[src/rtl/core/gdec_pkg.sv]
// ============================================================================
// gdec_pkg - shared types and constants of the gesture decoder
// Register codes, command codes and the per-side status bundle.
// ============================================================================
package gdec_pkg;

    // Width of every timing register on the configuration port
    localparam int unsigned CFG_WIDTH     = 16;
    localparam int unsigned CFG_IDX_WIDTH = 3;

    // Configuration register indexes
    typedef enum logic [CFG_IDX_WIDTH-1:0] {
        CFG_DEBOUNCE  = 3'd0,
        CFG_SHORT_MAX = 3'd1,
        CFG_LONG_MIN  = 3'd2,
        CFG_COOLDOWN  = 3'd3,
        CFG_SWAP      = 3'd4
    } cfg_idx_t;

    // Reset values of the configuration registers
    localparam logic [CFG_WIDTH-1:0] DEBOUNCE_RST  = 16'd50;
    localparam logic [CFG_WIDTH-1:0] SHORT_MAX_RST = 16'd800;
    localparam logic [CFG_WIDTH-1:0] LONG_MIN_RST  = 16'd1500;
    localparam logic [CFG_WIDTH-1:0] COOLDOWN_RST  = 16'd500;

    // Team command codes
    typedef enum logic [1:0] {
        CMD_NONE  = 2'd0,
        CMD_PLUS  = 2'd1,
        CMD_MINUS = 2'd2
    } cmd_t;

    // Status of one debounced side for the current tick
    typedef struct packed {
        logic active;       // debounced level after this tick
        logic click;        // press began this tick
        logic under_short;  // press age below the short limit
        logic over_long;    // press age at or above the long limit
    } side_status_t;

    // One result item
    typedef struct packed {
        logic left_level;
        logic right_level;
        logic press_click;
        cmd_t team_a_cmd;
        cmd_t team_b_cmd;
        logic reset_cmd;
    } result_t;

endpackage

[src/rtl/core/gdec_in_if.sv]
// ============================================================================
// gdec_in_if - tick request channel
// Valid/ready channel carrying the two raw active-low sensor levels.
// ============================================================================
interface gdec_in_if;
    logic valid;
    logic ready;
    logic raw_left;
    logic raw_right;

    modport source (output valid, output raw_left, output raw_right, input ready);
    modport sink   (input valid, input raw_left, input raw_right, output ready);
endinterface

[src/rtl/core/gdec_out_if.sv]
// ============================================================================
// gdec_out_if - result channel
// Valid/ready channel carrying debounced levels and decoded commands.
// ============================================================================
interface gdec_out_if;
    logic       valid;
    logic       ready;
    logic       left_level;
    logic       right_level;
    logic       press_click;
    logic [1:0] team_a_cmd;
    logic [1:0] team_b_cmd;
    logic       reset_cmd;

    modport source (
        output valid, output left_level, output right_level, output press_click,
        output team_a_cmd, output team_b_cmd, output reset_cmd, input ready
    );
    modport sink (
        input valid, input left_level, input right_level, input press_click,
        input team_a_cmd, input team_b_cmd, input reset_cmd, output ready
    );
endinterface

[src/rtl/core/dual_button_gesture_decoder_unit.sv]
// ============================================================================
// dual_button_gesture_decoder_unit - two-sensor press gesture decoder
// Debounces two sensors per tick and decodes plus, minus and reset gestures.
// ============================================================================
//
//   channel   dir   handshake          payload
//   tick      in    valid / ready      raw_left, raw_right (active low)
//   gesture   out   valid / ready      levels, press_click, team cmds, reset
//   wr_*      in    wr_en (no wait)    wr_index, wr_data[15:0]
//
// Every tick request yields exactly one result. A request lands in the input
// register, is decoded from there and lands in the result register; one
// request is taken every cycle while results drain. The result register is
// the only thing that stalls: while it is full and not taken, the input
// register holds and tick.ready falls once it is also full. Reset clears all
// tick state; the first cooldown_ms ticks after reset sit inside the command
// cooldown.
//
module dual_button_gesture_decoder_unit #(
    parameter int unsigned TIME_WIDTH = 32
) (
    input  logic                                clk,
    input  logic                                rst_n,
    gdec_in_if.sink                             tick,
    gdec_out_if.source                          gesture,
    input  logic                                wr_en,
    input  logic [gdec_pkg::CFG_IDX_WIDTH-1:0]  wr_index,
    input  logic [gdec_pkg::CFG_WIDTH-1:0]      wr_data
);

    // ------------------------------------------------------------------
    // Configuration registers
    // ------------------------------------------------------------------
    logic [gdec_pkg::CFG_WIDTH-1:0] debounce_reg;
    logic [gdec_pkg::CFG_WIDTH-1:0] short_max_reg;
    logic [gdec_pkg::CFG_WIDTH-1:0] long_min_reg;
    logic [gdec_pkg::CFG_WIDTH-1:0] cooldown_reg;
    logic                           swap_reg;

    always_ff @(posedge clk or negedge rst_n)
    begin
        if (!rst_n)
        begin
            debounce_reg  <= gdec_pkg::DEBOUNCE_RST;
            short_max_reg <= gdec_pkg::SHORT_MAX_RST;
            long_min_reg  <= gdec_pkg::LONG_MIN_RST;
            cooldown_reg  <= gdec_pkg::COOLDOWN_RST;
            swap_reg      <= 1'b0;
        end
        else if (wr_en)
        begin
            unique case (gdec_pkg::cfg_idx_t'(wr_index))
                gdec_pkg::CFG_DEBOUNCE:  debounce_reg  <= wr_data;
                gdec_pkg::CFG_SHORT_MAX: short_max_reg <= wr_data;
                gdec_pkg::CFG_LONG_MIN:  long_min_reg  <= wr_data;
                gdec_pkg::CFG_COOLDOWN:  cooldown_reg  <= wr_data;
                gdec_pkg::CFG_SWAP:      swap_reg      <= wr_data[0];
                default: ;  // drop writes beyond the register list
            endcase
        end
    end

    // ------------------------------------------------------------------
    // Input register and flow control
    // ------------------------------------------------------------------
    logic in_valid_reg;
    logic in_raw_left_reg;
    logic in_raw_right_reg;
    logic out_valid_reg;
    logic advance;

    // Decode the held request when the result register is free or draining
    assign advance    = in_valid_reg && (!out_valid_reg || gesture.ready);
    assign tick.ready = !in_valid_reg || advance;

    always_ff @(posedge clk or negedge rst_n)
    begin
        if (!rst_n)
        begin
            in_valid_reg <= 1'b0;
        end
        else if (tick.ready)
        begin
            in_valid_reg <= tick.valid;
        end
    end

    always_ff @(posedge clk)
    begin
        if (tick.valid && tick.ready)
        begin
            in_raw_left_reg  <= tick.raw_left;
            in_raw_right_reg <= tick.raw_right;
        end
    end

    // ------------------------------------------------------------------
    // Tick time and per-side debouncers
    // ------------------------------------------------------------------
    logic [TIME_WIDTH-1:0] tick_count_reg;
    logic [TIME_WIDTH-1:0] now;

    assign now = tick_count_reg;

    gdec_pkg::side_status_t left_st;
    gdec_pkg::side_status_t right_st;

    gdec_debounce #(.TIME_WIDTH(TIME_WIDTH)) u_left (
        .clk                (clk),
        .rst_n              (rst_n),
        .advance            (advance),
        .raw                (in_raw_left_reg),
        .now                (now),
        .settle_limit       (debounce_reg),
        .short_press_max_ms (short_max_reg),
        .long_press_min_ms  (long_min_reg),
        .status             (left_st)
    );

    gdec_debounce #(.TIME_WIDTH(TIME_WIDTH)) u_right (
        .clk                (clk),
        .rst_n              (rst_n),
        .advance            (advance),
        .raw                (in_raw_right_reg),
        .now                (now),
        .settle_limit       (debounce_reg),
        .short_press_max_ms (short_max_reg),
        .long_press_min_ms  (long_min_reg),
        .status             (right_st)
    );

    // ------------------------------------------------------------------
    // Gesture state
    // ------------------------------------------------------------------
    logic                  left_pending_reg,  left_pending_next;
    logic                  right_pending_reg, right_pending_next;
    logic                  left_done_reg,     left_done_next;
    logic                  right_done_reg,    right_done_next;
    logic [TIME_WIDTH-1:0] dual_hold_time_reg, dual_hold_time_next;
    logic                  dual_holding_reg,   dual_holding_next;
    logic                  dual_done_reg,      dual_done_next;
    logic [TIME_WIDTH-1:0] last_cmd_time_reg,  last_cmd_time_next;

    logic                  cooldown_over;
    logic                  dual_long;
    logic [TIME_WIDTH-1:0] dual_base;
    gdec_pkg::cmd_t        cmd_a;
    gdec_pkg::cmd_t        cmd_b;
    logic                  cmd_reset;
    gdec_pkg::result_t     result_next;

    assign cooldown_over = (now - last_cmd_time_reg) >= TIME_WIDTH'(cooldown_reg);

    // A dual hold that starts this tick has age zero
    assign dual_base = dual_holding_reg ? dual_hold_time_reg : now;
    assign dual_long = (now - dual_base) >= TIME_WIDTH'(long_min_reg);

    always_comb
    begin
        // A fresh press arms its side
        left_pending_next   = left_pending_reg  || left_st.click;
        left_done_next      = left_done_reg     && !left_st.click;
        right_pending_next  = right_pending_reg || right_st.click;
        right_done_next     = right_done_reg    && !right_st.click;
        dual_hold_time_next = dual_hold_time_reg;
        dual_holding_next   = dual_holding_reg;
        dual_done_next      = dual_done_reg;
        last_cmd_time_next  = last_cmd_time_reg;
        cmd_a               = gdec_pkg::CMD_NONE;
        cmd_b               = gdec_pkg::CMD_NONE;
        cmd_reset           = 1'b0;

        if (cooldown_over)
        begin
            if (left_st.active && right_st.active)
            begin
                // Both held: time the dual hold toward a reset
                if (!dual_holding_reg)
                begin
                    dual_holding_next   = 1'b1;
                    dual_hold_time_next = now;
                end
                if (!dual_done_reg && dual_long)
                begin
                    cmd_reset          = 1'b1;
                    last_cmd_time_next = now;
                    dual_done_next     = 1'b1;
                    left_done_next     = 1'b1;
                    right_done_next    = 1'b1;
                end
            end
            else
            begin
                dual_holding_next = 1'b0;
                if (!left_st.active && !right_st.active)
                begin
                    dual_done_next = 1'b0;
                end

                // Left release: plus on a short lone press
                if (!left_st.active && left_pending_next && !left_done_next)
                begin
                    if (!right_st.active && left_st.under_short)
                    begin
                        cmd_a              = gdec_pkg::CMD_PLUS;
                        last_cmd_time_next = now;
                    end
                    left_done_next    = 1'b1;
                    left_pending_next = 1'b0;
                end
                // Left lone long hold: minus
                if (left_st.active && !left_done_next && !right_st.active &&
                    left_st.over_long)
                begin
                    cmd_a              = gdec_pkg::CMD_MINUS;
                    last_cmd_time_next = now;
                    left_done_next     = 1'b1;
                end

                // Right release: plus on a short lone press
                if (!right_st.active && right_pending_next && !right_done_next)
                begin
                    if (!left_st.active && right_st.under_short)
                    begin
                        cmd_b              = gdec_pkg::CMD_PLUS;
                        last_cmd_time_next = now;
                    end
                    right_done_next    = 1'b1;
                    right_pending_next = 1'b0;
                end
                // Right lone long hold: minus
                if (right_st.active && !right_done_next && !left_st.active &&
                    right_st.over_long)
                begin
                    cmd_b              = gdec_pkg::CMD_MINUS;
                    last_cmd_time_next = now;
                    right_done_next    = 1'b1;
                end
            end
        end

        result_next.left_level  = left_st.active;
        result_next.right_level = right_st.active;
        result_next.press_click = left_st.click || right_st.click;
        result_next.team_a_cmd  = swap_reg ? cmd_b : cmd_a;
        result_next.team_b_cmd  = swap_reg ? cmd_a : cmd_b;
        result_next.reset_cmd   = cmd_reset;
    end

    always_ff @(posedge clk or negedge rst_n)
    begin
        if (!rst_n)
        begin
            tick_count_reg     <= '0;
            left_pending_reg   <= 1'b0;
            right_pending_reg  <= 1'b0;
            left_done_reg      <= 1'b0;
            right_done_reg     <= 1'b0;
            dual_hold_time_reg <= '0;
            dual_holding_reg   <= 1'b0;
            dual_done_reg      <= 1'b0;
            last_cmd_time_reg  <= '0;
        end
        else if (advance)
        begin
            tick_count_reg     <= tick_count_reg + 1'b1;
            left_pending_reg   <= left_pending_next;
            right_pending_reg  <= right_pending_next;
            left_done_reg      <= left_done_next;
            right_done_reg     <= right_done_next;
            dual_hold_time_reg <= dual_hold_time_next;
            dual_holding_reg   <= dual_holding_next;
            dual_done_reg      <= dual_done_next;
            last_cmd_time_reg  <= last_cmd_time_next;
        end
    end

    // ------------------------------------------------------------------
    // Result register
    // ------------------------------------------------------------------
    gdec_pkg::result_t result_reg;

    always_ff @(posedge clk or negedge rst_n)
    begin
        if (!rst_n)
        begin
            out_valid_reg <= 1'b0;
        end
        else if (advance)
        begin
            out_valid_reg <= 1'b1;
        end
        else if (gesture.ready)
        begin
            out_valid_reg <= 1'b0;
        end
    end

    always_ff @(posedge clk)
    begin
        if (advance)
        begin
            result_reg <= result_next;
        end
    end

    assign gesture.valid       = out_valid_reg;
    assign gesture.left_level  = result_reg.left_level;
    assign gesture.right_level = result_reg.right_level;
    assign gesture.press_click = result_reg.press_click;
    assign gesture.team_a_cmd  = result_reg.team_a_cmd;
    assign gesture.team_b_cmd  = result_reg.team_b_cmd;
    assign gesture.reset_cmd   = result_reg.reset_cmd;

    // ------------------------------------------------------------------
    // Assertions
    // ------------------------------------------------------------------
    // A reset result carries no team command
    a_reset_no_team: assert property (@(posedge clk) disable iff (!rst_n)
        (out_valid_reg && result_reg.reset_cmd) |->
            (result_reg.team_a_cmd == gdec_pkg::CMD_NONE &&
             result_reg.team_b_cmd == gdec_pkg::CMD_NONE))
        else $error("reset command with a team command");

    // A reset result needs both debounced levels held
    a_reset_both_held: assert property (@(posedge clk) disable iff (!rst_n)
        (out_valid_reg && result_reg.reset_cmd) |->
            (result_reg.left_level && result_reg.right_level))
        else $error("reset command without both sides held");

    // Any emitted command restarts the cooldown at the current tick
    a_cmd_restarts_cooldown: assert property (@(posedge clk) disable iff (!rst_n)
        (advance && (cmd_reset || cmd_a != gdec_pkg::CMD_NONE ||
                     cmd_b != gdec_pkg::CMD_NONE)) |=>
            (last_cmd_time_reg == $past(tick_count_reg)))
        else $error("command did not restart cooldown");

    // Tick time advances once per decoded request
    a_tick_advance: assert property (@(posedge clk) disable iff (!rst_n)
        advance |=> (tick_count_reg == $past(tick_count_reg) + 1'b1))
        else $error("tick count did not advance");

endmodule

[src/rtl/core/gdec_debounce.sv]
// ============================================================================
// gdec_debounce - one sensor debouncer with press timing
// Tracks settle time, debounced level and press start of one sensor.
// ============================================================================
module gdec_debounce #(
    parameter int unsigned TIME_WIDTH = 32
) (
    input  logic                             clk,
    input  logic                             rst_n,
    input  logic                             advance,
    input  logic                             raw,
    input  logic [TIME_WIDTH-1:0]            now,
    input  logic [gdec_pkg::CFG_WIDTH-1:0]   settle_limit,
    input  logic [gdec_pkg::CFG_WIDTH-1:0]   short_press_max_ms,
    input  logic [gdec_pkg::CFG_WIDTH-1:0]   long_press_min_ms,
    output gdec_pkg::side_status_t           status
);

    logic                  prev_reg;
    logic [TIME_WIDTH-1:0] settle_reg;
    logic                  active_reg;
    logic [TIME_WIDTH-1:0] press_time_reg;

    logic [TIME_WIDTH-1:0] settle_next;
    logic [TIME_WIDTH-1:0] press_time_next;
    logic                  active_next;
    logic                  settled;
    logic                  click;
    logic [TIME_WIDTH-1:0] press_age;

    // Restart the settle window on any raw edge
    assign settle_next = (raw != prev_reg) ? now : settle_reg;
    assign settled     = (now - settle_next) > TIME_WIDTH'(settle_limit);
    assign click       = settled && !raw && !active_reg;
    assign active_next = settled ? !raw : active_reg;

    assign press_time_next = click ? now : press_time_reg;
    assign press_age       = now - press_time_next;

    assign status.active      = active_next;
    assign status.click       = click;
    assign status.under_short = press_age < TIME_WIDTH'(short_press_max_ms);
    assign status.over_long   = press_age >= TIME_WIDTH'(long_press_min_ms);

    always_ff @(posedge clk or negedge rst_n)
    begin
        if (!rst_n)
        begin
            prev_reg       <= 1'b1;
            settle_reg     <= '0;
            active_reg     <= 1'b0;
            press_time_reg <= '0;
        end
        else if (advance)
        begin
            prev_reg       <= raw;
            settle_reg     <= settle_next;
            active_reg     <= active_next;
            press_time_reg <= press_time_next;
        end
    end

endmodule
[src/flat_wrapper.sv]
// flat-port wrapper written by rule: the top's interface ports become plain ports
module dual_button_gesture_decoder_unit_flat 
#(
    parameter int unsigned TIME_WIDTH = 32
)
  (clk, rst_n, wr_en, wr_index, wr_data, tick_valid, tick_raw_left, tick_raw_right, tick_ready, gesture_valid, gesture_left_level, gesture_right_level, gesture_press_click, gesture_team_a_cmd, gesture_team_b_cmd, gesture_reset_cmd, gesture_ready);
  gdec_in_if tick_i ();
  gdec_out_if gesture_i ();
  input  logic clk;
  input  logic rst_n;
  input  logic wr_en;
  input  logic [gdec_pkg::CFG_IDX_WIDTH-1:0] wr_index;
  input  logic [gdec_pkg::CFG_WIDTH-1:0] wr_data;
  input wire logic [$bits(tick_i.valid)-1:0] tick_valid;
  input wire logic [$bits(tick_i.raw_left)-1:0] tick_raw_left;
  input wire logic [$bits(tick_i.raw_right)-1:0] tick_raw_right;
  output wire logic [$bits(tick_i.ready)-1:0] tick_ready;
  output wire logic [$bits(gesture_i.valid)-1:0] gesture_valid;
  output wire logic [$bits(gesture_i.left_level)-1:0] gesture_left_level;
  output wire logic [$bits(gesture_i.right_level)-1:0] gesture_right_level;
  output wire logic [$bits(gesture_i.press_click)-1:0] gesture_press_click;
  output wire logic [$bits(gesture_i.team_a_cmd)-1:0] gesture_team_a_cmd;
  output wire logic [$bits(gesture_i.team_b_cmd)-1:0] gesture_team_b_cmd;
  output wire logic [$bits(gesture_i.reset_cmd)-1:0] gesture_reset_cmd;
  input wire logic [$bits(gesture_i.ready)-1:0] gesture_ready;
  assign tick_i.valid = tick_valid;
  assign tick_i.raw_left = tick_raw_left;
  assign tick_i.raw_right = tick_raw_right;
  assign tick_ready = tick_i.ready;
  assign gesture_valid = gesture_i.valid;
  assign gesture_left_level = gesture_i.left_level;
  assign gesture_right_level = gesture_i.right_level;
  assign gesture_press_click = gesture_i.press_click;
  assign gesture_team_a_cmd = gesture_i.team_a_cmd;
  assign gesture_team_b_cmd = gesture_i.team_b_cmd;
  assign gesture_reset_cmd = gesture_i.reset_cmd;
  assign gesture_i.ready = gesture_ready;
  dual_button_gesture_decoder_unit #(.TIME_WIDTH(TIME_WIDTH)) u_core (.clk(clk), .rst_n(rst_n), .tick(tick_i), .gesture(gesture_i), .wr_en(wr_en), .wr_index(wr_index), .wr_data(wr_data));
endmodule
[config.mk]
export PLATFORM = sky130hd
export DESIGN_NAME = dual_button_gesture_decoder_unit_flat
export DESIGN_NICKNAME = d
export VERILOG_FILES = /design/src/rtl/core/gdec_pkg.sv /design/src/rtl/core/gdec_in_if.sv /design/src/rtl/core/gdec_out_if.sv /design/src/rtl/core/dual_button_gesture_decoder_unit.sv /design/src/rtl/core/gdec_debounce.sv /design/src/flat_wrapper.sv
export SDC_FILE = /design/constraint.sdc
export NUM_CORES = 1
export LEC_CHECK = 0
export ABC_AREA = 1
export BUFFER_PORTS_ARGS = -buffer_cell sky130_fd_sc_hd__buf_2
export CAP_MARGIN = 20
export CORE_MARGIN = 2
export CORE_UTILIZATION = 65
export CTS_CLUSTER_SIZE = 24
export DETAILED_ROUTE_END_ITERATION = 16
export HOLD_SLACK_MARGIN = 0.15
export PLACE_DENSITY = 0.82
export SLEW_MARGIN = 0
export SYNTH_ARGS = -nofsm -noshare
export SYNTH_HDL_FRONTEND = slang
export SYNTH_SLANG_ARGS = --single-unit
export TNS_END_PERCENT = 10
[constraint.sdc]
create_clock -name clk -period 9.2 [get_ports clk]
set_input_delay 2.3 -clock clk [delete_from_list [all_inputs] [get_ports clk]]
set_output_delay 2.3 -clock clk [all_outputs]
set_load 0.05 [all_outputs]
==> impl_metrics.env, run 1 <==
export IMPL_status="completed"
export IMPL_synthFlopType="dfrtp_1"
export IMPL_fin_skew_ps=20.4
export IMPL_synth_xor_area_share_pct=5.78
export IMPL_die_height_um=208
export IMPL_finalHoldViolCount=0
export IMPL_yosysTopAreaCell="dfrtp_1"
export IMPL_wire_per_inst_um=18.4
export IMPL_synth_warnings=0
export IMPL_area_delta_synth_final_pct=9.23
export IMPL_slew_headroom_pct=27.9
export IMPL_ant_nets=0
export IMPL_rows=74
export IMPL_r2r_setup_slack_ps=690
export IMPL_clock_sinks=311
export IMPL_netlist_area_um2=27000
export IMPL_dieWidth_um=208
export IMPL_min_period_ps=8510
export IMPL_die_area_um2=43200
export IMPL_slew_viol_final=0
export IMPL_critical_path_required_ps=9660
export IMPL_synth_nets=4131
export IMPL_avgSynthCellArea_um2=7.10
export IMPL_synth_edf_count=10
export IMPL_portBuffers=35
export IMPL_crit_arrival_ps=8970
export IMPL_htreeDepth=2
export IMPL_drc=0
export IMPL_regArea_um2=7860
export IMPL_fmaxAchievable_ghz=0.118
export IMPL_worstHoldPathType="reg -> reg"
export IMPL_vias_per_cell=5.89
export IMPL_grt_use_total_pct=37.3
export IMPL_synthMuxAreaShare_pct=0
export IMPL_worstPathMaxFanout=46
export IMPL_hpwl_mm=62.5
export IMPL_synth_simple_area_share_pct=24.2
export IMPL_p_per_area_nw_per_um2=401
export IMPL_grt_max_degree=113
export IMPL_critPathKind="reg -> reg"
export IMPL_io_pins=36
export IMPL_worstHoldStart="u_core.dual_hold_time_reg[5]$_DFFE_PN0P_"
export IMPL_maxCapViolations=0
export IMPL_stdcell_area_um2=29500
export IMPL_place_congestion=1.03
export IMPL_finish_net_count=4205
export IMPL_critPathMaxStageDelay_ps=590
export IMPL_synth_cells=3799
export IMPL_clk_path_buf_depth=3
export IMPL_path_clk_slew_ps=60
export IMPL_worst_pin_slew_ps=1080
export IMPL_synth_seq_cells=311
export IMPL_min_path_cells=2
export IMPL_cts_root_buf="clkbuf_16"
export IMPL_n_fill_cell=3422
export IMPL_globalRoute_totalOverflow=0
export IMPL_drt_iter0_drc=2563
export IMPL_p_total_mw=11.8
export IMPL_start_util_pct=65.9
export IMPL_placed_area_um2=28100
export IMPL_synthTopCellsByArea="dfrtp_1 26%, ha_1 14%, nand2_1 13%"
export IMPL_antenna_found_initial=1
export IMPL_synth_top_family_by_area="simple AND/OR/NAND/NOR gates"
export IMPL_synth_fa_ha_area_share_pct=14.3
export IMPL_r2r_start="u_core.u_right.prev_reg$_DFFE_PN1P_"
export IMPL_path_common_cell="nor2_1"
export IMPL_grt_first_pass_wirelength_mm=128
export IMPL_ys_types=65
export IMPL_tritoncts_num_buffers=38
export IMPL_cp_start_kind="register"
export IMPL_power_leakage_nw=15.1
export IMPL_grt_pass1_vias=24500
export IMPL_ir_drop_mv=0.264
export IMPL_firstDrtPassIters=6
export IMPL_multi_input_area_um2=16900
export IMPL_clk_latency_ps=570
export IMPL_setup_violations=0
export IMPL_core_um2=40900
export IMPL_final_period_utilization_pct=92.5
export IMPL_yosys_area_top_type_share_pct=26.0
export IMPL_layout_common_cells="967 x nand2_1, 461 x o21ai_0, 437 x inv_1, 301 x ha_1, 280 x dfrtp_1"
export IMPL_end_kind="register"
export IMPL_synth_compound_area_share_pct=18.1
export IMPL_drive_above_1_share_pct=9.20
export IMPL_ys_seq_area_share_pct=29.1
export IMPL_routed_via_count=26100
export IMPL_r2r_cells=45
export IMPL_r2r_end="u_core.last_cmd_time_reg[2]$_DFFE_PN0P_"
export IMPL_async_reset_ff_share_pct=96.8
export IMPL_wl_mm=81.5
export IMPL_hold_end="u_core.dual_hold_time_reg[5]$_DFFE_PN0P_"
export IMPL_cts_tree="built"
export IMPL_slowest_stage="dfstp_2"
export IMPL_final_common_cell="nand2_1"
[worst max-delay path by stage]
| stage | start | endpoint | slack, ps | cells past startpoint |
|---|---|---|---|---|
| 2_1_floorplan | u_core.u_right.prev_reg$_DFFE_PN1P_ | u_core.last_cmd_time_reg[31]$_DFFE_PN0P_ | 890 | 49 |
| 3_5_place_dp | u_core.u_right.prev_reg$_DFFE_PN1P_ | u_core.last_cmd_time_reg[2]$_DFFE_PN0P_ | -20 | 50 |
| 6_report | u_core.u_right.prev_reg$_DFFE_PN1P_ | u_core.last_cmd_time_reg[2]$_DFFE_PN0P_ | 690 | 45 |
| 3_3_place_gp | u_core.u_right.prev_reg$_DFFE_PN1P_ | u_core.last_cmd_time_reg[0]$_DFFE_PN0P_ | 190 | 47 |
| 4_1_cts | u_core.u_right.prev_reg$_DFFE_PN1P_ | u_core.last_cmd_time_reg[2]$_DFFE_PN0P_ | 100 | 55 |
| 5_1_grt | u_core.u_right.prev_reg$_DFFE_PN1P_ | u_core.last_cmd_time_reg[2]$_DFFE_PN0P_ | -20 | 51 |
[cell type report]
| class | count | area share, % |
|---|---|---|
| well taps | 532 | 2.26 |
| clock buffers | 48 | 3.56 |
| inverters | 483 | 6.15 |
| diodes | 2 | 0.0170 |
| clock inverters | 21 | 0.526 |
| repair buffers | 129 | 3.32 |
| multi-input cells | 2910 | 57.5 |
| flip-flops and latches | 311 | 26.7 |
[metal layers]
metal | track usage, % | wire, um | vias to the layer above
met2 | 59.4 | 36900 | 1042
met3 | 5.17 | 7120 | 181
li1 | - | - | 12800
met4 | 17.3 | 3540 | 0
met1 | 50.5 | 33900 | 12200
met5 | 0 | 0 | -
[timing repair]
action	in CTS	in global routing
endpoints found under the setup margin	5	37
pin swaps	1	3
hold buffers	0	0
setup buffers	3	3
gates cloned	0	1
resized for setup	0	29
[Yosys cell counts (12+ instances only)]
cell        n
inv_2      30
nand2_2    40
nand4_1    51
nand2_1   970
a21oi_1   265
o21ai_1    20
xor2_1    130
ha_1      301
nand3_1   131
nor3_1     48
clkbuf_1   75
nor2_1    220
o21ai_2    24
o21a_1     12
inv_1     437
o21ai_0   470
clkinv_1   16
xnor2_1    48
nand3b_1   22
dfrtp_1   280
dfstp_2    21
o21bai_1   13
[per-stage QoR]
step,hold WS (ps),cells,setup WS (ps),utilization (%),setup TNS (ps)
floorplan,442,3799,888,-,0
global placement,455,4353,194,68.5,0
detailed placement,463,4353,-17.2,68.5,-17.2
CTS,477,4425,100,71.5,0
global route,503,4435,-24.0,72.0,-25.0
finish,478,4436,690,72.0,0
[logic make-up (layout without fill, tap and decap cells)]
logic type	after synthesis	count (layout)
simple gates	1534	1535
flops	311	311
fa+ha+maj	306	306
other cells	0	2
xor+xnor	178	178
buf+inv	579	681
compound gates	891	891
[critical path, delay by kind of cell, from the launching register on]
family	cells	cell delay, ps
AND/OR/NAND/NOR	18	2080
XOR/XNOR	3	650
buffers and inverters	7	1300
adder cells (fa/ha/maj)	2	740
AO/OA/AOI/OAI	15	3010
flip-flops	1	590
[where the power goes]
group	leakage (nW)	internal (mW)	switching, mW
Combinational	10.8	3.14	5.19
Sequential	3.71	1.80	0.235
Clock	0.588	0.842	0.629
(Power assumes the default switching activity.)
==> inputs of run 2 (changes only) <==
--- a/config.mk
+++ b/config.mk
@@ -10,6 +10,7 @@
 export CAP_MARGIN = 20
 export CORE_MARGIN = 2
 export CORE_UTILIZATION = 65
+export CTS_BUF_LIST = sky130_fd_sc_hd__clkbuf_2 sky130_fd_sc_hd__clkbuf_4 sky130_fd_sc_hd__clkbuf_8
 export CTS_CLUSTER_SIZE = 24
 export DETAILED_ROUTE_END_ITERATION = 16
 export HOLD_SLACK_MARGIN = 0.15
==> run 2 against run 1 <==
Against the previous run: total power is 0.36% higher; clock power grew 3%; maximum frequency rose by 0.89%; cell count up 0.79%; count of clock-buffer cells in the layout grew 32; first-iteration DRC count decreased by 1.7%; die area is the same; cell area up 0.37%.
==> impl_metrics.env, run 2 (synthesized netlist as in run 1, its figures left out) <==
export IMPL_clock_sinks=311
export IMPL_swShare_pct=51.1
export IMPL_rows=74
export IMPL_grt_max_degree=113
export IMPL_hpwl_mm=62.5
export IMPL_place_congestion=1.03
export IMPL_start_util_pct=65.9
export IMPL_critPathKind="reg -> reg"
export IMPL_path_clk_slew_ps=60
export IMPL_critical_path_required_ps=9730
export IMPL_fin_hold_ws_ps=476
export IMPL_globalRoute_totalOverflow=0
export IMPL_status="completed"
export IMPL_worstPathMaxFanout=16
export IMPL_grt_pass1_vias=24400
export IMPL_p_total_mw=11.9
export IMPL_diodes=0
export IMPL_final_common_cell="nand2_1"
export IMPL_die_height_um=208
export IMPL_setup_violations=0
export IMPL_cts_tree="built"
export IMPL_ant_nets=0
export IMPL_min_period_ps=8430
export IMPL_io_pins=36
export IMPL_routed_via_count=26200
export IMPL_critPathMaxStageDelay_ps=470
export IMPL_wl_mm=81.0
export IMPL_drive_above_1_share_pct=10.3
export IMPL_grt_first_pass_wirelength_mm=128
export IMPL_slew_viol_final=0
export IMPL_portBuffers=35
export IMPL_slew_headroom_pct=29.8
export IMPL_power_leakage_nw=15.2
export IMPL_tritoncts_num_buffers=57
export IMPL_r2r_start="u_core.in_raw_left_reg$_DFFE_PP_"
export IMPL_clock_power_share_pct=12.8
export IMPL_regArea_um2=7860
export IMPL_htreeDepth=2
export IMPL_fin_util_pct=72.3
export IMPL_slowest_stage="edfxtp_1"
export IMPL_fin_skew_ps=35.4
export IMPL_power_internal_mw=5.81
export IMPL_clk_path_buf_depth=3
export IMPL_multi_input_area_um2=17000
export IMPL_worstHoldStart="u_core.dual_hold_time_reg[7]$_DFFE_PN0P_"
export IMPL_die_area_um2=43200
export IMPL_finalHoldViolCount=0
export IMPL_worstHoldPathType="reg -> reg"
export IMPL_area_delta_synth_final_pct=9.64
export IMPL_worst_pin_slew_ps=1050
export IMPL_postCtsHoldBufs=0
export IMPL_p_sw_mw=6.07
export IMPL_drc=0
export IMPL_fmaxAchievable_ghz=0.119
export IMPL_pwr_share_seq_pct=17.1
export IMPL_cts_root_buf="clkbuf_8"
export IMPL_p_per_area_nw_per_um2=401
export IMPL_layout_common_cells="967 x nand2_1, 461 x o21ai_0, 437 x inv_1, 301 x ha_1, 280 x dfrtp_1"
export IMPL_setup_tns_ps=0
export IMPL_core_um2=40900
export IMPL_antenna_found_initial=1
export IMPL_power_frac_comb_pct=70.1
export IMPL_ir_drop_mv=0.219
export IMPL_wire_per_inst_um=18.1
export IMPL_cp_start_kind="register"
export IMPL_maxCapViolations=0
export IMPL_crit_arrival_ps=8960
export IMPL_end_kind="register"
export IMPL_vias_per_cell=5.86
export IMPL_final_period_utilization_pct=91.7
export IMPL_grt_use_total_pct=37.1
export IMPL_drt_iter0_drc=2519
export IMPL_firstDrtPassIters=6
export IMPL_crit_path_start="u_core.in_raw_left_reg$_DFFE_PP_"
export IMPL_finish_net_count=4223
export IMPL_clk_latency_ps=680
export IMPL_dieWidth_um=208
export IMPL_n_fill_cell=3433
run 2: repair_timing:
item                       4_1_cts  5_1_grt
resized for setup                0       33
cloned                           0        1
pin swaps                        1        4
setup endpoints to repair        7       37
buffers inserted                 3        3
run 2: worst paths after layout:
path,to,slack (ps),cells past startpoint
max in group asynchronous,u_core.now[18]$_DFFE_PN0P_,6000,2
hold / removal,u_core.dual_hold_time_reg[7]$_DFFE_PN0P_,480,2
hold reg to reg,u_core.dual_hold_time_reg[7]$_DFFE_PN0P_,480,2
setup reg to reg,u_core.last_cmd_time_reg[15]$_DFFE_PN0P_,770,56
setup / recovery,u_core.last_cmd_time_reg[15]$_DFFE_PN0P_,770,56
min in group asynchronous,u_core.dual_hold_time_reg[10]$_DFFE_PN0P_,1690,1
run 2: metrics by stage:
| step | setup WS, ps | area [um^2] | std cells |
|---|---|---|---|
| global placement | 194 | 28100 | 4353 |
| global route | -44.8 | 29600 | 4471 |
| finish | 765 | 29600 | 4471 |
| detailed placement | -17.2 | 28100 | 4353 |
| floorplan | 888 | 27000 | 3799 |
| CTS | 141 | 29400 | 4463 |
run 2: area by class of cell:
cell class	count	area share, %
repair buffers	128	3.30
inverters	483	6.13
well taps	532	2.25
flip-flops and latches	311	26.6
multi-input cells	2910	57.3
clock inverters	27	0.943
clock buffers	80	3.49
run 2: routing by layer:
layer  routed length, um  up-vias  track usage (%)  share of wire, %
met3                7210      204             5.14               8.9
met2               36400     1075             59.0                45
met1               33800    12100             51.0                42
met4                3670        0             15.8               4.5
met5                   0        -                0                 0
li1                    -    12800                -                 -
run 2: power groups by stage:
| stage | Combinational (mW) | Clock [mW] | Sequential, mW |
|---|---|---|---|
| 5_1_grt | 9.41 | 1.60 | 2.07 |
| 6_report | 8.32 | 1.52 | 2.03 |
| 3_3_place_gp | 7.85 | 0 | 2.03 |
| 4_1_cts | 8.11 | 1.54 | 2.02 |
| 3_5_place_dp | 8.03 | 0 | 2.04 |
| 2_1_floorplan | 6.15 | 0 | 2.01 |
run 2: worst max-delay path, delay by kind of cell, from the launching register on:
kind / cells / cell delay (ps)
fa+ha+maj: 5 / 1360
flops: 1 / 470
buf+inv: 9 / 890
simple gates: 29 / 3500
compound gates: 11 / 1620
xor+xnor: 2 / 410
